===== config.mk =====
export PLATFORM = sky130hd
export DESIGN_NAME = hbs_front
export DESIGN_NICKNAME = d
export VERILOG_FILES = /design/src/heightmap_bilinear_sampler_top_macros.svh /design/src/hbs_pkg.sv /design/src/hbs_front.sv
export SDC_FILE = /design/constraint.sdc
export NUM_CORES = 1
export LEC_CHECK = 0
export ABC_CLOCK_PERIOD_IN_PS = 14000
export BUFFER_PORTS_ARGS = -buffer_cell sky130_fd_sc_hd__buf_2
export CORE_ASPECT_RATIO = 0.75
export CORE_MARGIN = 1.5
export CORE_UTILIZATION = 60
export DETAILED_ROUTE_END_ITERATION = 12
export PLACE_DENSITY = 0.84
export REMOVE_ABC_BUFFERS = 1
export SLEW_MARGIN = 20
export SYNTH_ARGS = -nofsm -noshare
export SYNTH_HDL_FRONTEND = slang
export SYNTH_SLANG_ARGS = --single-unit

===== constraint.sdc =====
create_clock -name vclk -period 14
set_clock_uncertainty 0.15 [all_clocks]
set_input_delay 2.8 -clock vclk [all_inputs]
set_output_delay 2.8 -clock vclk [all_outputs]
set_load 0.01 [all_outputs]

===== src/heightmap_bilinear_sampler_top_macros.svh =====
// Assertion macros used by the sampler's top level.
`ifndef HEIGHTMAP_BILINEAR_SAMPLER_TOP_MACROS_SVH
`define HEIGHTMAP_BILINEAR_SAMPLER_TOP_MACROS_SVH

// Same-cycle implication, disabled during reset.
`define HBS_ASSERT_NOW(lbl, clk, rst_n, ante, cons, msg) \
    lbl: assert property (@(posedge clk) disable iff (!(rst_n)) (ante) |-> (cons)) \
        else $error(msg);

// Next-cycle implication, checked in and out of reset.
`define HBS_ASSERT_NEXT(lbl, clk, ante, cons, msg) \
    lbl: assert property (@(posedge clk) (ante) |=> (cons)) else $error(msg);

`endif


===== src/hbs_pkg.sv =====
// Shared types, constants and sizes of the heightmap bilinear sampler.
`timescale 1ns / 1ps

package hbs_pkg;

    localparam int MAX_WIDTH    = 256;
    localparam int MAX_HEIGHT   = 256;
    localparam int MAX_CHANNELS = 4;

    localparam int STORE_DEPTH = MAX_WIDTH * MAX_HEIGHT * MAX_CHANNELS;
    localparam int AW  = $clog2(STORE_DEPTH);
    localparam int XW  = $clog2(MAX_WIDTH);
    localparam int YW  = $clog2(MAX_HEIGHT);
    localparam int WW  = $clog2(MAX_WIDTH + 1);
    localparam int HW  = $clog2(MAX_HEIGHT + 1);
    localparam int CW  = $clog2(MAX_CHANNELS + 1);
    localparam int PW  = $clog2(MAX_WIDTH * MAX_HEIGHT);

    // Fixed field widths.
    localparam int ADDR_W  = 18;
    localparam int BYTE_W  = 8;
    localparam int COORD_W = 17;
    localparam int FRAC_W  = 16;
    localparam int CFG_W   = 9;
    localparam int CFG_IW  = 2;
    localparam int HTW     = 10;
    localparam int HXW     = 26;
    localparam int OUT_W   = 26;

    localparam logic [COORD_W-1:0] ONE_Q16 = 17'h10000;

    localparam int QDEPTH = 4;
    localparam int QAW    = $clog2(QDEPTH);

    localparam logic FUNC_LOAD   = 1'b0;
    localparam logic FUNC_SAMPLE = 1'b1;

    typedef enum logic [CFG_IW-1:0] {
        CFG_IMAGE_WIDTH   = 2'd0,
        CFG_IMAGE_HEIGHT  = 2'd1,
        CFG_CHANNEL_COUNT = 2'd2
    } t_cfg_idx;

    typedef enum logic [1:0] {
        KIND_LOAD,
        KIND_ZERO,
        KIND_SAMPLE
    } t_kind;

    typedef enum logic [2:0] {
        S_IDLE,
        S_ROW,
        S_READ,
        S_DRAIN,
        S_LERPX,
        S_LERPY
    } t_back_state;

    // Saturated configuration as seen by front and back.
    typedef struct packed {
        logic [WW-1:0] width;
        logic [HW-1:0] height;
        logic [CW-1:0] chan;
    } t_cfg;

    // One classified request on its way to the back end.
    typedef struct packed {
        t_kind                kind;
        logic [ADDR_W-1:0]    load_address;
        logic [BYTE_W-1:0]    load_byte;
        logic [XW-1:0]        x0;
        logic [XW-1:0]        x1;
        logic [YW-1:0]        y0;
        logic [YW-1:0]        y1;
        logic [FRAC_W-1:0]    tx;
        logic [FRAC_W-1:0]    ty;
    } t_cmd;

    typedef struct packed {
        logic q_pop;
        logic out_load;
    } t_back_stat;

endpackage


===== src/hbs_front.sv =====
// Front end: classifies requests and turns coordinates into texel indices.
`timescale 1ns / 1ps

module hbs_front (
    input  hbs_pkg::t_cfg                      i_cfg,
    input  logic                               i_func,
    input  logic [hbs_pkg::ADDR_W-1:0]         i_load_address,
    input  logic [hbs_pkg::BYTE_W-1:0]         i_load_byte,
    input  logic [hbs_pkg::COORD_W-1:0]        i_u_coord,
    input  logic [hbs_pkg::COORD_W-1:0]        i_v_coord,
    output hbs_pkg::t_cmd                      o_cmd
);

    logic [hbs_pkg::COORD_W-1:0]            w_u;
    logic [hbs_pkg::COORD_W-1:0]            w_v;
    logic [hbs_pkg::WW-1:0]                 w_wm1;
    logic [hbs_pkg::HW-1:0]                 w_hm1;
    logic [hbs_pkg::COORD_W+hbs_pkg::WW-1:0] w_xs;
    logic [hbs_pkg::COORD_W+hbs_pkg::HW-1:0] w_ys;
    logic [hbs_pkg::XW-1:0]                 w_x0;
    logic [hbs_pkg::YW-1:0]                 w_y0;
    logic [hbs_pkg::WW-1:0]                 w_x0p1;
    logic [hbs_pkg::HW-1:0]                 w_y0p1;
    logic                                   w_zero;

    // Saturate coordinates above one.
    assign w_u = (i_u_coord > hbs_pkg::ONE_Q16) ? hbs_pkg::ONE_Q16 : i_u_coord;
    assign w_v = (i_v_coord > hbs_pkg::ONE_Q16) ? hbs_pkg::ONE_Q16 : i_v_coord;

    assign w_wm1 = i_cfg.width - 1'b1;
    assign w_hm1 = i_cfg.height - 1'b1;

    assign w_xs = w_u * w_wm1;
    assign w_ys = w_v * w_hm1;

    assign w_x0 = w_xs[hbs_pkg::FRAC_W +: hbs_pkg::XW];
    assign w_y0 = w_ys[hbs_pkg::FRAC_W +: hbs_pkg::YW];

    assign w_x0p1 = hbs_pkg::WW'(w_x0) + 1'b1;
    assign w_y0p1 = hbs_pkg::HW'(w_y0) + 1'b1;

    // No image, or a channel count without a height rule, gives zero.
    assign w_zero = (i_cfg.width == '0) || (i_cfg.height == '0) ||
                    (i_cfg.chan == '0) || (32'(i_cfg.chan) == 2);

    always_comb begin
        o_cmd.load_address = i_load_address;
        o_cmd.load_byte    = i_load_byte;
        o_cmd.x0           = w_x0;
        o_cmd.y0           = w_y0;
        o_cmd.x1           = (w_x0p1 < w_wm1) ? w_x0p1[hbs_pkg::XW-1:0]
                                              : w_wm1[hbs_pkg::XW-1:0];
        o_cmd.y1           = (w_y0p1 < w_hm1) ? w_y0p1[hbs_pkg::YW-1:0]
                                              : w_hm1[hbs_pkg::YW-1:0];
        o_cmd.tx           = w_xs[hbs_pkg::FRAC_W-1:0];
        o_cmd.ty           = w_ys[hbs_pkg::FRAC_W-1:0];
        if (i_func == hbs_pkg::FUNC_LOAD) begin
            o_cmd.kind = hbs_pkg::KIND_LOAD;
        end else if (w_zero) begin
            o_cmd.kind = hbs_pkg::KIND_ZERO;
        end else begin
            o_cmd.kind = hbs_pkg::KIND_SAMPLE;
        end
    end

endmodule


==> impl_metrics.tcl <==
set metrics [dict create \
    postCtsHoldBufs 0 \
    n_clock_buffer 0 \
    grt_max_degree 37 \
    p_seq_share_pct 0 \
    worstHoldStart "i_load_byte[2]" \
    min_to "o_cmd[66]" \
    path_depth 31 \
    fin_crit_sh_pct 97.9 \
    worst-path-buf-inv 8 \
    synthAdderAreaFrac_pct 50.1 \
    start_util_pct 61.4 \
    grt_pass1_wl_mm 46.2 \
    p_sw_mw 1.07 \
    switching_share_pct 58.0 \
    cpPeakStageDelay_ns 0.52 \
    layout_min_cycle_time_ns 13.70 \
    dp_hpwl_mm 24.0 \
    ys_types 73 \
    worstPathRequired_ns 11.05 \
    final_cell_area_um2 11800 \
    firstDrtPassIters 5 \
    antenna_found_initial 0 \
    hold_viol 0 \
    grt_pass1_vias 9534 \
    end_kind "output pin" \
    portBuffers 121 \
    finalSetupViolCount 0 \
    leakage_nw 6.35 \
    ant_nets 0 \
    slew_violations 0 \
    synth_top_family_by_area "adder cells" \
    final_cell_mix "inv_1, fa_1, nor2_1" \
    drt_wl_total_mm 28.0 \
    place_ws_ns 0.234 \
    slowest_stage "fa_1" \
    synth_top_area_cell "fa_1" \
    status "completed" \
    die_w_um 158 \
    arrival_ns 10.75 \
    drive_gt1_share_pct 16.9 \
    synth_area_leaders "fa_1, ha_1, inv_1" \
    syn_avg_cell_area_um2 8.05 \
    drt-initial-drc-count 797 \
    hp-class "in2out" \
    p_int_mw 0.772 \
    die_area_um2 18900 \
    synth_area_um2 10800 \
    syn_to_final_growth_pct 8.46 \
    track_usage_pct 30.7 \
    num_rows 42 \
    nets 1834 \
    cp_top_family "adder cells" \
    power_density_nw_per_um2 156 \
    dpl_cell_area_um2 11700 \
    io_pins 174 \
    overflow 0 \
    max_clock_freq_mhz 73.0 \
    nFillCells 1500 \
    postSynthCellCount 1348 \
    synthMuxAreaShare_pct 1.47 \
    via_count 9455 \
    maxCapViolCount 0 \
    drc 0 \
    gp_congestion 0.969 \
    synth_compound_area_share_pct 7.94 \
    fp.dieH_um 119 \
    via_per_inst 5.61 \
    worstMarginPinSlew_ns 0.635 \
    worst_slack_ns 0.301 \
    combPwrFrac_pct 100.0 \
    seq_cell_count 0 \
    peakVddDrop_mv 0.349 \
    final_common_cell "inv_1" \
    synth_top_area_share_pct 38.8 \
    wl_per_cell_um 16.6 \
    fp.coreArea_um2 17700 \
    synth-seq-area-share_pct 0 \
    worstPathMaxFanout 9 \
    yosys_warnings 0 \
    holdPathStages 0 \
    worstSetupPathType "in2out" \
    regArea_um2 0 \
    diodes 0 \
    synthSimpleGateAreaFrac_pct 20.8 \
    relSlewSlack_pct 57.3 \
    power_frac_clock_pct 0 \
    synthXorXnorAreaFrac_pct 6.02 \
    cp_common_cell "fa_1" \
    cp-start-kind "primary input" \
]
[synthesized netlist by cell type (3+ instances only)]
master	instances
nor3b_1	3
buf_4	26
a2111oi_0	3
nand3_1	72
xnor2_1	37
nor2b_1	11
and2_1	8
mux2_2	7
nor2_1	168
o21a_1	9
nand2b_1	16
or2_2	32
nand2_1	104
xnor2_2	5
fa_1	210
mux2i_1	8
clkbuf_1	32
nor4_1	10
nor4_2	3
xor2_1	22
buf_1	3
nand4_1	5
a221o_1	3
o211ai_1	8
a21oi_2	4
a31o_2	3
o21ai_0	19
inv_1	299
ha_1	98
a211oi_1	5
and3_1	10
a21oi_1	29
nor3_1	12
a21o_1	13
[per-stage QoR]
step                utilization [%]  power (mW)  setup TNS [ns]  std cells  hold slack, ns
floorplan                         -        1.27               0       1284            5.45
global placement               66.1        1.74               0       1680            5.45
detailed placement             66.1        1.80               0       1680            5.45
CTS                            66.1        1.81               0       1680            5.45
global route                   66.6        2.04          -0.256       1684            5.45
finish                         66.6        1.84               0       1684            5.45
[power by group through the flow]
| stage | Sequential [mW] | Clock, mW | Combinational (mW) |
|---|---|---|---|
| 6_report | 0 | 0 | 1.84 |
| 5_1_grt | 0 | 0 | 2.04 |
| 4_1_cts | 0 | 0 | 1.81 |
| 3_5_place_dp | 0 | 0 | 1.80 |
| 3_3_place_gp | 0 | 0 | 1.74 |
| 2_1_floorplan | 0 | 0 | 1.27 |
[routing by layer]
layer | part of all wire, % | GRT usage [%]
met3 | 11 | 6.95
met2 | 44 | 46.5
met4 | 1.6 | 5.37
met1 | 44 | 45.4
met5 | 0 | 1.12
[cell families (layout without fill, tap and decap cells)]
kind of cell / after synthesis / after routing
buffers and inverters: 366 / 460
adders and majority gates: 308 / 308
xor gates and xnor gates: 66 / 66
muxes: 15 / 15
AOI/OAI and AO/OA: 120 / 120
and+or+nand+nor: 473 / 473
[how the worst max path moves through the flow]
stage	slack, ns	startpoint	to
3_3_place_gp	0.36	i_u_coord[3]	o_cmd[52]
3_5_place_dp	0.23	i_u_coord[3]	o_cmd[52]
4_1_cts	0.18	i_u_coord[3]	o_cmd[52]
2_1_floorplan	0.64	i_u_coord[3]	o_cmd[55]
5_1_grt	-0.07	i_u_coord[0]	o_cmd[50]
6_report	0.30	i_cfg[12]	o_cmd[52]
[layout make-up]
class / count / area [um2] / share of cell area, %
inverters: 302 / 1140 / 9.67
repair buffers: 158 / 908 / 7.72
multi-input cells: 982 / 9410 / 80.0
well taps: 242 / 303 / 2.57
[what timing repair did]
action	CTS	global route
setup endpoints to repair	0	16
hold endpoints to repair	0	0
setup buffers	0	4
gates resized for setup	0	13
Power figures use the tool's default switching activity.
