File: config.mk
export PLATFORM = sky130hd
export DESIGN_NAME = hbs_queue
export DESIGN_NICKNAME = d
export VERILOG_FILES = /design/src/heightmap_bilinear_sampler_top_macros.svh /design/src/hbs_pkg.sv /design/src/hbs_queue.sv
export SDC_FILE = /design/constraint.sdc
export NUM_CORES = 1
export LEC_CHECK = 0
export BUFFER_PORTS_ARGS = -buffer_cell sky130_fd_sc_hd__buf_2
export CORE_MARGIN = 4
export CORE_UTILIZATION = 44
export CTS_CLUSTER_DIAMETER = 150
export DETAILED_ROUTE_END_ITERATION = 10
export PLACE_DENSITY = 0.68
export SYNTH_ARGS = -nofsm -noshare
export SYNTH_HDL_FRONTEND = slang
export SYNTH_SLANG_ARGS = --single-unit
export TNS_END_PERCENT = 20
File: constraint.sdc
create_clock -name i_clk -period 3.1 [get_ports i_clk]
set_input_delay 0.31 -clock i_clk [delete_from_list [all_inputs] [get_ports i_clk]]
set_output_delay 0.31 -clock i_clk [all_outputs]
set_load 0.02 [all_outputs]
File: src/heightmap_bilinear_sampler_top_macros.svh
// Assertion macros used by the sampler's top level.
`ifndef HEIGHTMAP_BILINEAR_SAMPLER_TOP_MACROS_SVH
`define HEIGHTMAP_BILINEAR_SAMPLER_TOP_MACROS_SVH

// Same-cycle implication, disabled during reset.
`define HBS_ASSERT_NOW(lbl, clk, rst_n, ante, cons, msg) \
    lbl: assert property (@(posedge clk) disable iff (!(rst_n)) (ante) |-> (cons)) \
        else $error(msg);

// Next-cycle implication, checked in and out of reset.
`define HBS_ASSERT_NEXT(lbl, clk, ante, cons, msg) \
    lbl: assert property (@(posedge clk) (ante) |=> (cons)) else $error(msg);

`endif

File: src/hbs_pkg.sv
// Shared types, constants and sizes of the heightmap bilinear sampler.
`timescale 1ns / 1ps

package hbs_pkg;

    localparam int MAX_WIDTH    = 256;
    localparam int MAX_HEIGHT   = 256;
    localparam int MAX_CHANNELS = 4;

    localparam int STORE_DEPTH = MAX_WIDTH * MAX_HEIGHT * MAX_CHANNELS;
    localparam int AW  = $clog2(STORE_DEPTH);
    localparam int XW  = $clog2(MAX_WIDTH);
    localparam int YW  = $clog2(MAX_HEIGHT);
    localparam int WW  = $clog2(MAX_WIDTH + 1);
    localparam int HW  = $clog2(MAX_HEIGHT + 1);
    localparam int CW  = $clog2(MAX_CHANNELS + 1);
    localparam int PW  = $clog2(MAX_WIDTH * MAX_HEIGHT);

    // Fixed field widths.
    localparam int ADDR_W  = 18;
    localparam int BYTE_W  = 8;
    localparam int COORD_W = 17;
    localparam int FRAC_W  = 16;
    localparam int CFG_W   = 9;
    localparam int CFG_IW  = 2;
    localparam int HTW     = 10;
    localparam int HXW     = 26;
    localparam int OUT_W   = 26;

    localparam logic [COORD_W-1:0] ONE_Q16 = 17'h10000;

    localparam int QDEPTH = 4;
    localparam int QAW    = $clog2(QDEPTH);

    localparam logic FUNC_LOAD   = 1'b0;
    localparam logic FUNC_SAMPLE = 1'b1;

    typedef enum logic [CFG_IW-1:0] {
        CFG_IMAGE_WIDTH   = 2'd0,
        CFG_IMAGE_HEIGHT  = 2'd1,
        CFG_CHANNEL_COUNT = 2'd2
    } t_cfg_idx;

    typedef enum logic [1:0] {
        KIND_LOAD,
        KIND_ZERO,
        KIND_SAMPLE
    } t_kind;

    typedef enum logic [2:0] {
        S_IDLE,
        S_ROW,
        S_READ,
        S_DRAIN,
        S_LERPX,
        S_LERPY
    } t_back_state;

    // Saturated configuration as seen by front and back.
    typedef struct packed {
        logic [WW-1:0] width;
        logic [HW-1:0] height;
        logic [CW-1:0] chan;
    } t_cfg;

    // One classified request on its way to the back end.
    typedef struct packed {
        t_kind                kind;
        logic [ADDR_W-1:0]    load_address;
        logic [BYTE_W-1:0]    load_byte;
        logic [XW-1:0]        x0;
        logic [XW-1:0]        x1;
        logic [YW-1:0]        y0;
        logic [YW-1:0]        y1;
        logic [FRAC_W-1:0]    tx;
        logic [FRAC_W-1:0]    ty;
    } t_cmd;

    typedef struct packed {
        logic q_pop;
        logic out_load;
    } t_back_stat;

endpackage

File: src/hbs_queue.sv
// Short request queue between front end and back end.
`timescale 1ns / 1ps

module hbs_queue (
    input  logic           i_clk,
    input  logic           i_rst_n,
    input  logic           i_push,
    input  hbs_pkg::t_cmd  i_data,
    output logic           o_full,
    input  logic           i_pop,
    output hbs_pkg::t_cmd  o_data,
    output logic           o_empty
);

    hbs_pkg::t_cmd            r_mem [hbs_pkg::QDEPTH];
    logic [hbs_pkg::QAW-1:0]  r_wr_ptr;
    logic [hbs_pkg::QAW-1:0]  r_rd_ptr;
    logic [hbs_pkg::QAW:0]    r_count;

    assign o_full  = (32'(r_count) == hbs_pkg::QDEPTH);
    assign o_empty = (r_count == '0);
    assign o_data  = r_mem[r_rd_ptr];

    always_ff @(posedge i_clk) begin
        if (i_push) begin
            r_mem[r_wr_ptr] <= i_data;
        end
    end

    always_ff @(posedge i_clk) begin
        if (!i_rst_n) begin
            r_wr_ptr <= '0;
            r_rd_ptr <= '0;
            r_count  <= '0;
        end else begin
            if (i_push) begin
                r_wr_ptr <= r_wr_ptr + 1'b1;
            end
            if (i_pop) begin
                r_rd_ptr <= r_rd_ptr + 1'b1;
            end
            if (i_push && !i_pop) begin
                r_count <= r_count + 1'b1;
            end else if (i_pop && !i_push) begin
                r_count <= r_count - 1'b1;
            end
        end
    end

endmodule

==> results of run 1 <==
## path summary, 6_finish.rpt
kind,startpoint,endpoint,slack [ns]
min reg2reg,r_count[2]$_SDFFE_PN0P_,r_count[2]$_SDFFE_PN0P_,0.52
min,i_data[73],r_mem[3][73]$_DFFE_PP_,0.02
max reg2reg,r_wr_ptr[0]$_SDFFE_PN0P_,r_mem[3][47]$_DFFE_PP_,1.20
max,flop,o_data[77],0.58
## registers in the layout, indices dropped and copies added (netlist names), named ones only
name,flops
r_count,3
r_wr_ptr,2
r_mem,368
r_rd_ptr,2
## power by group
group / leakage [nW] / switching, mW / internal (mW)
combinational: 1.65 / 0.719 / 0.532
clock: 0.611 / 1.76 / 2.82
sequential: 3.46 / 0.0746 / 5.86
## cells by family (layout without fill, tap and decap cells)
logic type / count (synthesis) / count (layout) / synth area share [%]
simple gates: 15 / 15 / 0.6656
buf+inv: 24 / 315 / 1.231
fa+ha+maj: 6 / 6 / 0.6018
xor+xnor: 5 / 5 / 0.3192
mux: 94 / 94 / 15.25
compound gates: 2 / 2 / 0.09117
flops: 377 / 377 / 81.85
## worst max-delay path: stages, from the launching register on
cell and delay, ns:
dfxtp_4 0.66, buf_4 0.45, mux4_2 0.39, buf_2 0.18
## Yosys cell counts
cell,instances
buf_2,9
clkbuf_1,2
nor2b_1,2
ha_1,5
inv_1,4
dfxtp_1,9
edfxtp_1,368
or3_1,1
fa_1,1
o21ai_0,1
and2_1,9
xor2_1,3
xnor2_1,2
mux2i_1,2
mux4_2,92
nor3_1,1
a21boi_0,1
buf_6,9
nor3b_1,1
nand2_1,1
## layout by cell type, fill, tap and decap left out
cell	count
bufinv_16	5
and2_1	5
inv_1	4
and2_4	4
clkinv_1	6
dfxtp_4	2
nand2_1	1
nor2b_1	2
nor3b_1	1
edfxtp_1	368
buf_2	189
dlygate4sd3_1	44
fa_1	1
xor2_1	3
clkinv_2	4
nor3_1	1
xnor2_1	2
ha_1	5
clkbuf_16	41
mux2i_1	2
or3_1	1
buf_4	4
mux4_2	92
dfxtp_1	7
buf_12	7
o21ai_0	1
clkbuf_1	8
clkinvlp_4	3
a21boi_0	1
## per-stage QoR
step / power, mW / util, % / instances
floorplan: 6.816 / - / 523
global placement: 7.230 / 49.55 / 1099
detailed placement: 7.275 / 49.55 / 1099
CTS: 11.91 / 55.13 / 1210
global route: 12.25 / 55.13 / 1210
finish: 11.76 / 55.13 / 1210
## per-layer routing
metal / wire length (um) / part of all wire (%) / global-route usage (%) / up-vias
met1: 10190 / 39 / 19.68 / 3265
met5: 12 / 0.046 / 0 / -
li1: - / - / - / 2776
met3: 1628 / 6.3 / 3.631 / 39
met2: 13600 / 53 / 26.95 / 184
met4: 442 / 1.7 / 3.904 / 2
## timing repair
item,CTS,global route
hold buffers,44,0
endpoints found under the hold margin,165,0
setup endpoints to repair,0,0
setup buffers,0,0
## area by class of cell
| cell class | instances | area share (%) |
|---|---|---|
| Sequential cell | 377 | 66.46 |
| Timing Repair Buffer | 244 | 9.205 |
| Clock inverter | 18 | 1.273 |
| Inverter | 4 | 0.08880 |
| Clock buffer | 49 | 6.245 |
| Multi-Input combinational cell | 122 | 13.79 |
| Tap cell | 396 | 2.930 |
==> results.md, run 1 <==
- Die Wd: 184.6 um
- Fmax: around 400 MHz
- Vias in the first global route: 7022
- Drt pass-1 iters: 4
- # IOs: 190
- Area of the multi-input gates: 2332 um^2
- Dpl ws: 1.065 ns
- Share of the synthesized area in the top cell type: 80.53%
- WS Path Type: reg -> out
- Synth area leaders: edfxtp_1, mux4_2, dfxtp_1
- Starting Density: between 40 and 50%
- Synth cell types: 20
- PD cells: 695.7 nW/um^2
- Largest net degree at the start of global routing: 93
- HPWL after DPL: about 15000 um
- Ant diodes: 0
- Final setup vio count: 0
- Critical path capture point type: primary output
- Register-to-Register Path Depth: 3
- Setup crit start kind: flop
- WHS Path Cells: 1
- DP Area: between 15000 and 20000 um^2
- H-Tree Depth: 2
- Via count: around 6300
- CP max FO: 29
- Hold Vio Cnt, Final: 0
- Final worst slack: 0.5800 ns
- Reg clk slew, reported paths: 0.06 ns
- Post-Route WL: 25870 um
- Clk root buf: clkbuf_16
- Register area: 11240 um^2
- Routed Antenna Nets: 0
- IO buf count: 189
- Die area: 34080 um^2
- Leak pwr: 5.714 nW
- Setup TNS: 0 ns
- GRT Total Usage: 15.43%
- Final period util: about 81%
- Synth-to-Final Area Change: 23.22%
- Post-cts sizing count: 0
- Mapped Cells: 523
- Slew Viols, Final: 0
- Minimum clock period: about 2.5 ns
- CTS tree: done
- Final Cell Area: 16910 um^2
- Die Y: around 180 um
- Worst-Skew Late Latency: 0.51 ns
- CTS max path bufs: 3
- GP Congestion: 0.7095
- Actual slew at the worst max-slew pin: between 0.6 and 0.7 ns
- Drt wl/cell: around 21 um
- DRC viols: 0
- Worst VDD drop: 544.4 uV
- Num CTS Buffers: 39
- First-pass GRT wire length: 39990 um
- Fraction of layout cells with a size suffix above 1: 43.12%
- Worst EP arrival: 2.21 ns
- Starting DRC count in detailed routing: 330
- Data required, critical path: 2.79 ns
- Initial antenna violation count: 1
- Post-Syn Area: about 14000 um^2
- CTS sink cnt: 377
- Average footprint of a synthesized cell: 26.24 um^2
- HP Class: in -> reg
- Area leader, netlist: edfxtp_1
- Layout Nets: 890
- Maximum Capacitance Violations: 0
- Worst slew margin: 58.27%
- Core Area: 30670 um^2
- Fillcell total: 2285
- Syn_nets: 625
- FF+latch count, synth: 377
- Yosys warning count: 0
- Vias per cell: 5.179
- Post-synthesis sequential area ratio: slightly above 80%
- Remaining global-route overflow: 0
- Status: completed
- Clock Skew: 0.02057 ns
- Unrepaired setup endpoints after global routing: no
- Row count: 64
- Hold Slack: 0.02404 ns
No activity file was read; power rests on OpenSTA's default activity.
==> run 2, diff against run 1 <==
clock period = 2.2 ns   (was 3.1 ns; I/O delays follow)
==> results.md, run 2 (same netlist as run 1, synthesis figures left out) <==
- Initial antenna violation count: 0 (was 1)
- Final setup vio count: 0 (unchanged)
- Critical path capture point type: primary output (unchanged)
- Actual slew at the worst max-slew pin: 0.3610 ns (was 0.6260 ns)
- Hold Vio Cnt, Final: 0 (unchanged)
- Final worst slack: 0.002770 ns (was 0.5800 ns)
- HPWL after DPL: 15620 um (was 15470 um)
- GRT Total Usage: 16.33% (was 15.43%)
- Worst Path Buf+Inv: 3 (was 2)
- Maximum Capacitance Violations: 0 (unchanged)
- Largest net degree at the start of global routing: 53 (was 93)
- Clk root buf: clkbuf_16 (unchanged)
- Status: completed (unchanged)
- Largest registers: r_mem (368), r_count (3) (unchanged)
- Slowest stage delay, CP: 0.54 ns (was 0.66 ns)
- CTS sink cnt: 377 (unchanged)
- GP Congestion: 0.7511 (was 0.7095)
- # IOs: 190 (unchanged)
- Routed Antenna Nets: 0 (unchanged)
- CTS tree: done (unchanged)
- Vias per cell: 5.212 (was 5.179)
- Commonest non-fill, non-tap cells in the layout: edfxtp_1, buf_2, dlygate4sd3_1, mux4_2, clkbuf_16 (was edfxtp_1, buf_2, mux4_2, dlygate4sd3_1, clkbuf_16)
- Top delay family on crit path: multiplexers (was flip-flops)
- Fraction of layout cells with a size suffix above 1: 41.37% (was 43.12%)
- Starting Density: 44.74% (unchanged)
- Worst slew margin: 75.93% (was 58.27%)
- Synth-to-Final Area Change: 30.45% (was 23.22%)
- CTS max path bufs: 3 (unchanged)
- Layout Nets: 952 (was 890)
- Remaining global-route overflow: 0 (unchanged)
- Clock Skew: 0.007174 ns (was 0.02057 ns)
- CP Cell Sequence: buf_12 > buf_16 > mux4_2 > buf_2 (was buf_4 > mux4_2 > buf_2)
- DRC viols: 0 (unchanged)
- CP max stage cell: mux4_2 (was dfxtp_4)
- Hold Slack: 0.1023 ns (was 0.02404 ns)
- Slew Viols, Final: 0 (unchanged)
- IO buf count: 189 (unchanged)
- Worst VDD drop: 724.7 uV (was 544.4 uV)
- Unrepaired setup endpoints after global routing: yes (was no)
- Ant diodes: 0 (unchanged)
- WS Path Type: reg -> out (unchanged)
- Fmax: 455.1 MHz
- Dpl ws: 0.3613 ns (was 1.065 ns)
- Num CTS Buffers: 38 (was 39)
- Via count: 6625 (was 6266)
- HP Class: in -> reg (unchanged)
- Drt pass-1 iters: 5 (was 4)
- Die area: 34080 um^2 (unchanged)
- First-pass GRT wire length: 42640 um (was 39990 um)
- Row count: 64 (unchanged)
- Core Area: 30670 um^2 (unchanged)
- Drt wl/cell: 22.32 um (was 21.38 um)
- Worst EP arrival: 1.98 ns (was 2.21 ns)
- Setup crit start kind: flop (unchanged)
- Max FFs per register: 368 (unchanged)
- CP max FO: 7 (was 29)
- Worst-Skew Late Latency: 0.51 ns (about the same)
- Reg clk slew, reported paths: 0.06 ns (about the same)
- Leak pwr: 6.123 nW (was 5.714 nW)
- Data required, critical path: 1.98 ns (was 2.79 ns)
- Minimum clock period: 2.197 ns
- Die Y: 184.6 um (unchanged)
- Min-Delay Startpoint: i_pop (was i_data[73])
- R2R Path Start: r_count[0]$_SDFFE_PN0P_ (was r_wr_ptr[0]$_SDFFE_PN0P_)
- Vias in the first global route: 7357 (was 7022)
- Final period util: 99.87%
- H-Tree Depth: 2 (unchanged)
- Post-Route WL: 28370 um (was 25870 um)
- Die Wd: 184.6 um (unchanged)
- Starting DRC count in detailed routing: 510 (was 330)
- Largest reg by FF count: r_mem (unchanged)
- Most common cell after layout, fill and taps aside: edfxtp_1 (unchanged)
- PD cells: 927.5 nW/um^2 (was 695.7 nW/um^2)
[run 2: final cells by class]
cell class | count | area [um^2]
repair buffers | 307 | 2640
clock buffers | 50 | 1060
clock inverters | 15 | 120.1
flip-flops and latches | 377 | 11240
multi-input cells | 122 | 2332
inverters | 4 | 15.01
well taps | 396 | 495.5
fillers | 2206 | 12770
[run 2: what timing repair did]
item | in CTS | in global routing
endpoints found under the hold margin | 372 | 0
hold buffers | 93 | 0
gates resized for setup | 33 | 30
endpoints found under the setup margin | 92 | 87
buffers inserted | 2 | 0
pin swaps | 0 | 0
cloned | 5 | 6
[run 2: report_power, final]
group          leakage [nW]  switching [mW]  internal, mW
Combinational          2.09            1.13          1.04
Clock                 0.577            2.48          3.61
Sequential             3.46          0.0934          8.25
Total                  6.12            3.70          12.9
[run 2: routing by layer]
metal,vias up,share of wire (%),GRT usage [%]
met2,220,51,27.89
met5,-,0,0
met1,3457,41,21.79
met4,0,1.5,3.520
met3,38,6.3,3.710
li1,2910,-,-
[run 2: path summary, 6_finish.rpt]
path | end | slack, ns | depth (start not counted)
setup reg to reg | r_count[2]$_SDFFE_PN0P_ | 0.63 | 4
setup / recovery | o_data[77] | 0.003 | 4
hold reg to reg | r_count[2]$_SDFFE_PN0P_ | 0.56 | 2
hold / removal | r_rd_ptr[0]$_SDFFE_PN0P_ | 0.10 | 3
[run 2: through the flow]
step,util (%),total power [mW],std cells,cell area (um^2),TNS [ns]
3_5_place_dp,49.78,10.27,1100,15270,0
6_report,58.37,16.60,1271,17900,0
4_1_cts,57.58,16.66,1265,17660,-2.558
5_1_grt,58.37,17.28,1271,17900,-3.250
2_1_floorplan,-,9.605,523,13720,-254.22
3_3_place_gp,49.78,10.20,1100,15270,0
[run 2: worst min-delay path: stages]
cell	delay [ns]
buf_2	0.12
xor2_1	0.08
and2_1	0.14
==> run 3, diff against run 2 <==
ABC_AREA = 1   (was not set)
TNS_END_PERCENT = not set   (was 20)
==> results.md, run 3 <==
- Final period util: 95.02% (was 99.87%)
- Fmax: 478.4 MHz (was 455.1 MHz)
- HP Class: in -> reg (unchanged)
- PD cells: 939.9 nW/um^2 (was 927.5 nW/um^2)
- Synth area leaders: edfxtp_1, nor2_1, o21ai_0 (was edfxtp_1, mux4_2, dfxtp_1)
- Synth cell types: 20 (unchanged)
- Final Cell Area: 17990 um^2 (was 17900 um^2)
- CP Cell Sequence: buf_12 > buf_8 > o21ai_0 > o22ai_1 > buf_2 (was buf_12 > buf_16 > mux4_2 > buf_2)
- Post-synthesis sequential area ratio: 79.79% (was 81.85%)
- Share of the synthesized area in the top cell type: 78.51% (was 80.53%)
- Status: completed (unchanged)
- Minimum clock period: 2.090 ns (was 2.197 ns)
- DP Area: 15510 um^2 (was 15270 um^2)
- Drt wl/cell: 19.29 um (was 22.32 um)
- Routed Antenna Nets: 0 (unchanged)
- Hold Slack: 0.08362 ns (was 0.1023 ns)
- Layout Nets: 1345 (was 952)
- IO buf count: 189 (unchanged)
- Die area: 34920 um^2 (was 34080 um^2)
- Top delay family on crit path: buffers and inverters (was multiplexers)
- Row count: 65 (was 64)
- Final setup vio count: 0 (unchanged)
- Initial antenna violation count: 3 (was 0)
- CTS max path bufs: 3 (unchanged)
- Fraction of layout cells with a size suffix above 1: 23.49% (was 41.37%)
- Num CTS Buffers: 40 (was 38)
- Worst VDD drop: 803.6 uV (was 724.7 uV)
- Worst Path Buf+Inv: 3 (unchanged)
- Most common cell after layout, fill and taps aside: edfxtp_1 (unchanged)
- Post-Route WL: 32360 um (was 28370 um)
- Largest net degree at the start of global routing: 95 (was 53)
- Critical path capture point type: primary output (unchanged)
- Commonest non-fill, non-tap cells in the layout: edfxtp_1, nor2_1, buf_2, o21ai_0, dlygate4sd3_1 (was edfxtp_1, buf_2, dlygate4sd3_1, mux4_2, clkbuf_16)
- Area leader, netlist: edfxtp_1 (unchanged)
- Drt pass-1 iters: 6 (was 5)
- HPWL after DPL: 16650 um (was 15620 um)
- Slowest stage delay, CP: 0.36 ns (was 0.54 ns)
- Hold Vio Cnt, Final: 0 (unchanged)
- Largest registers: r_mem (368), r_count (3) (unchanged)
- H-Tree Depth: 2 (unchanged)
- Data required, critical path: 1.98 ns (about the same)
- Largest reg by FF count: r_mem (unchanged)
- Starting Density: 44.61% (was 44.74%)
- CP max stage cell: dfxtp_4 (was mux4_2)
- Leak pwr: 6.363 nW (was 6.123 nW)
- Reg clk slew, reported paths: 0.06 ns (about the same)
- Worst slew margin: 68.54% (was 75.93%)
- R2R Setup Slk: 0.68 ns (was 0.63 ns)
- Mapped Cells: 948 (was 523)
- Syn_nets: 1050 (was 625)
- FF+latch count, synth: 377 (unchanged)
- Post-Syn Area: 14080 um^2 (was 13720 um^2)
- # IOs: 190 (unchanged)
- Setup crit start kind: flop (unchanged)
- Worst-Skew Late Latency: 0.52 ns (was 0.51 ns)
- Synth-to-Final Area Change: 27.80% (was 30.45%)
- Vias per cell: 5.308 (was 5.212)
- Remaining global-route overflow: 0 (unchanged)
- Actual slew at the worst max-slew pin: 0.4720 ns (was 0.3610 ns)
- CP max FO: 32 (was 7)
- Core Area: 31560 um^2 (was 30670 um^2)
- First-pass GRT wire length: 49160 um (was 42640 um)
- Starting DRC count in detailed routing: 580 (was 510)
- Synth top cells by count: edfxtp_1, nor2_1, o21ai_0, o22ai_1, o21ai_1 (was edfxtp_1, mux4_2)
- Die Y: 186.9 um (was 184.6 um)
- Asr flop ratio synth: 0% (unchanged)
- Slew Viols, Final: 0 (unchanged)
- Count leader, synth: edfxtp_1 (unchanged)
- Worst EP arrival: 1.87 ns (was 1.98 ns)
- Top_reg_cell synth: edfxtp_1 (unchanged)
- Maximum Capacitance Violations: 0 (unchanged)
- CTS sink cnt: 377 (unchanged)
- Average footprint of a synthesized cell: 14.85 um^2 (was 26.24 um^2)
- Clk root buf: clkbuf_16 (unchanged)
- Yosys warning count: 0 (unchanged)
- Via count: 8901 (was 6625)
- Unrepaired setup endpoints after global routing: no (was yes)
- CTS tree: done (unchanged)
- DRC viols: 0 (unchanged)
- Vias in the first global route: 9102 (was 7357)
- WS Path Type: reg -> out (unchanged)
- GRT Total Usage: 17.42% (was 16.33%)
- Die Wd: 186.9 um (was 184.6 um)
- Final Util: 57.01% (was 58.37%)
- Max FFs per register: 368 (unchanged)
- GP Congestion: 0.7187 (was 0.7511)
- Clock Skew: 0.01499 ns (was 0.007174 ns)
- Post-synth EDFFs: 368 (unchanged)
run 3: cell types whose count changed after synthesis, sizes merged, moves of 2 or more:
cell	change
and2	-9
nand2	+8
buf	+15
o21ai	+189
o22ai	+92
nor2	+189
xnor2	-2
mux2i	-2
nor2b	-2
a21oi	+4
mux4	-92
clkbuf	+25
inv	+13
xor2	-3
run 3: final cells by class:
cell class	instances	area, um^2
well taps	402	503.0
clock inverters	26	290.3
repair buffers	312	2376
multi-input cells	494	2411
repair inverters	1	11.26
clock buffers	46	1045
fillers	2516	13570
inverters	17	106.4
flip-flops and latches	377	11240
diodes	2	5.005
run 3: routing by layer:
layer / global-route usage (%) / wire length [um]
met1: 21.97 / 13430
met2: 30.09 / 16080
met3: 4.647 / 2228
met4: 4.636 / 604
met5: 0 / 13
run 3: logic make-up (layout without fill, tap and decap cells):
group                    after synthesis  in the layout  share of synthesized area, %
buffers and inverters                 77            402                         3.209
flip-flops                           377            377                         79.79
adder cells (fa/ha/maj)                6              6                        0.5867
other                                  0              2                             0
AND/OR/NAND/NOR                      202            202                         5.431
AO/OA/AOI/OAI                        286            286                         10.99
run 3: per-stage QoR:
stage            TNS, ns  std cells  total power, mW  setup slack, ns
6_report               0       1677            16.91           0.1096
5_1_grt                0       1677            17.58          0.02656
4_1_cts        -0.003614       1665            16.98        -0.003614
3_5_place_dp           0       1500            10.09           0.5075
3_3_place_gp           0       1500            10.05           0.5312
2_1_floorplan     -48.04        948            9.436          -0.1415
run 3: path summary, 6_finish.rpt:
check,end,startpoint,cells past startpoint
min reg2reg,flop,r_rd_ptr[1]$_SDFFE_PN0P_,1
max,o_data[37],flop,5
max reg2reg,r_mem[0][39]$_DFFE_PP_,r_wr_ptr[0]$_SDFFE_PN0P_,5
min,r_rd_ptr[0]$_SDFFE_PN0P_,i_pop,3
run 3: report_power, final:
part / internal, mW / total (mW) / switching (mW)
Combinational: 0.655 / 1.87 / 1.21
Clock: 4.12 / 6.76 / 2.64
Sequential: 8.21 / 8.28 / 0.0719
run 3: timing repair:
action / 4_1_cts / 5_1_grt
gates resized for setup: 1 / 8
endpoints found under the setup margin: 9 / 57
endpoints found under the hold margin: 373 / 0
gates cloned: 0 / 4
buffers inserted: 0 / 6
hold buffers: 93 / 0
run 3: worst register-to-register path, stage by stage (launching register included):
cell,delay [ns]
dfxtp_2,0.33
inv_2,0.08
ha_2,0.17
nand2_2,0.06
clkinvlp_4,0.09
buf_12,0.39
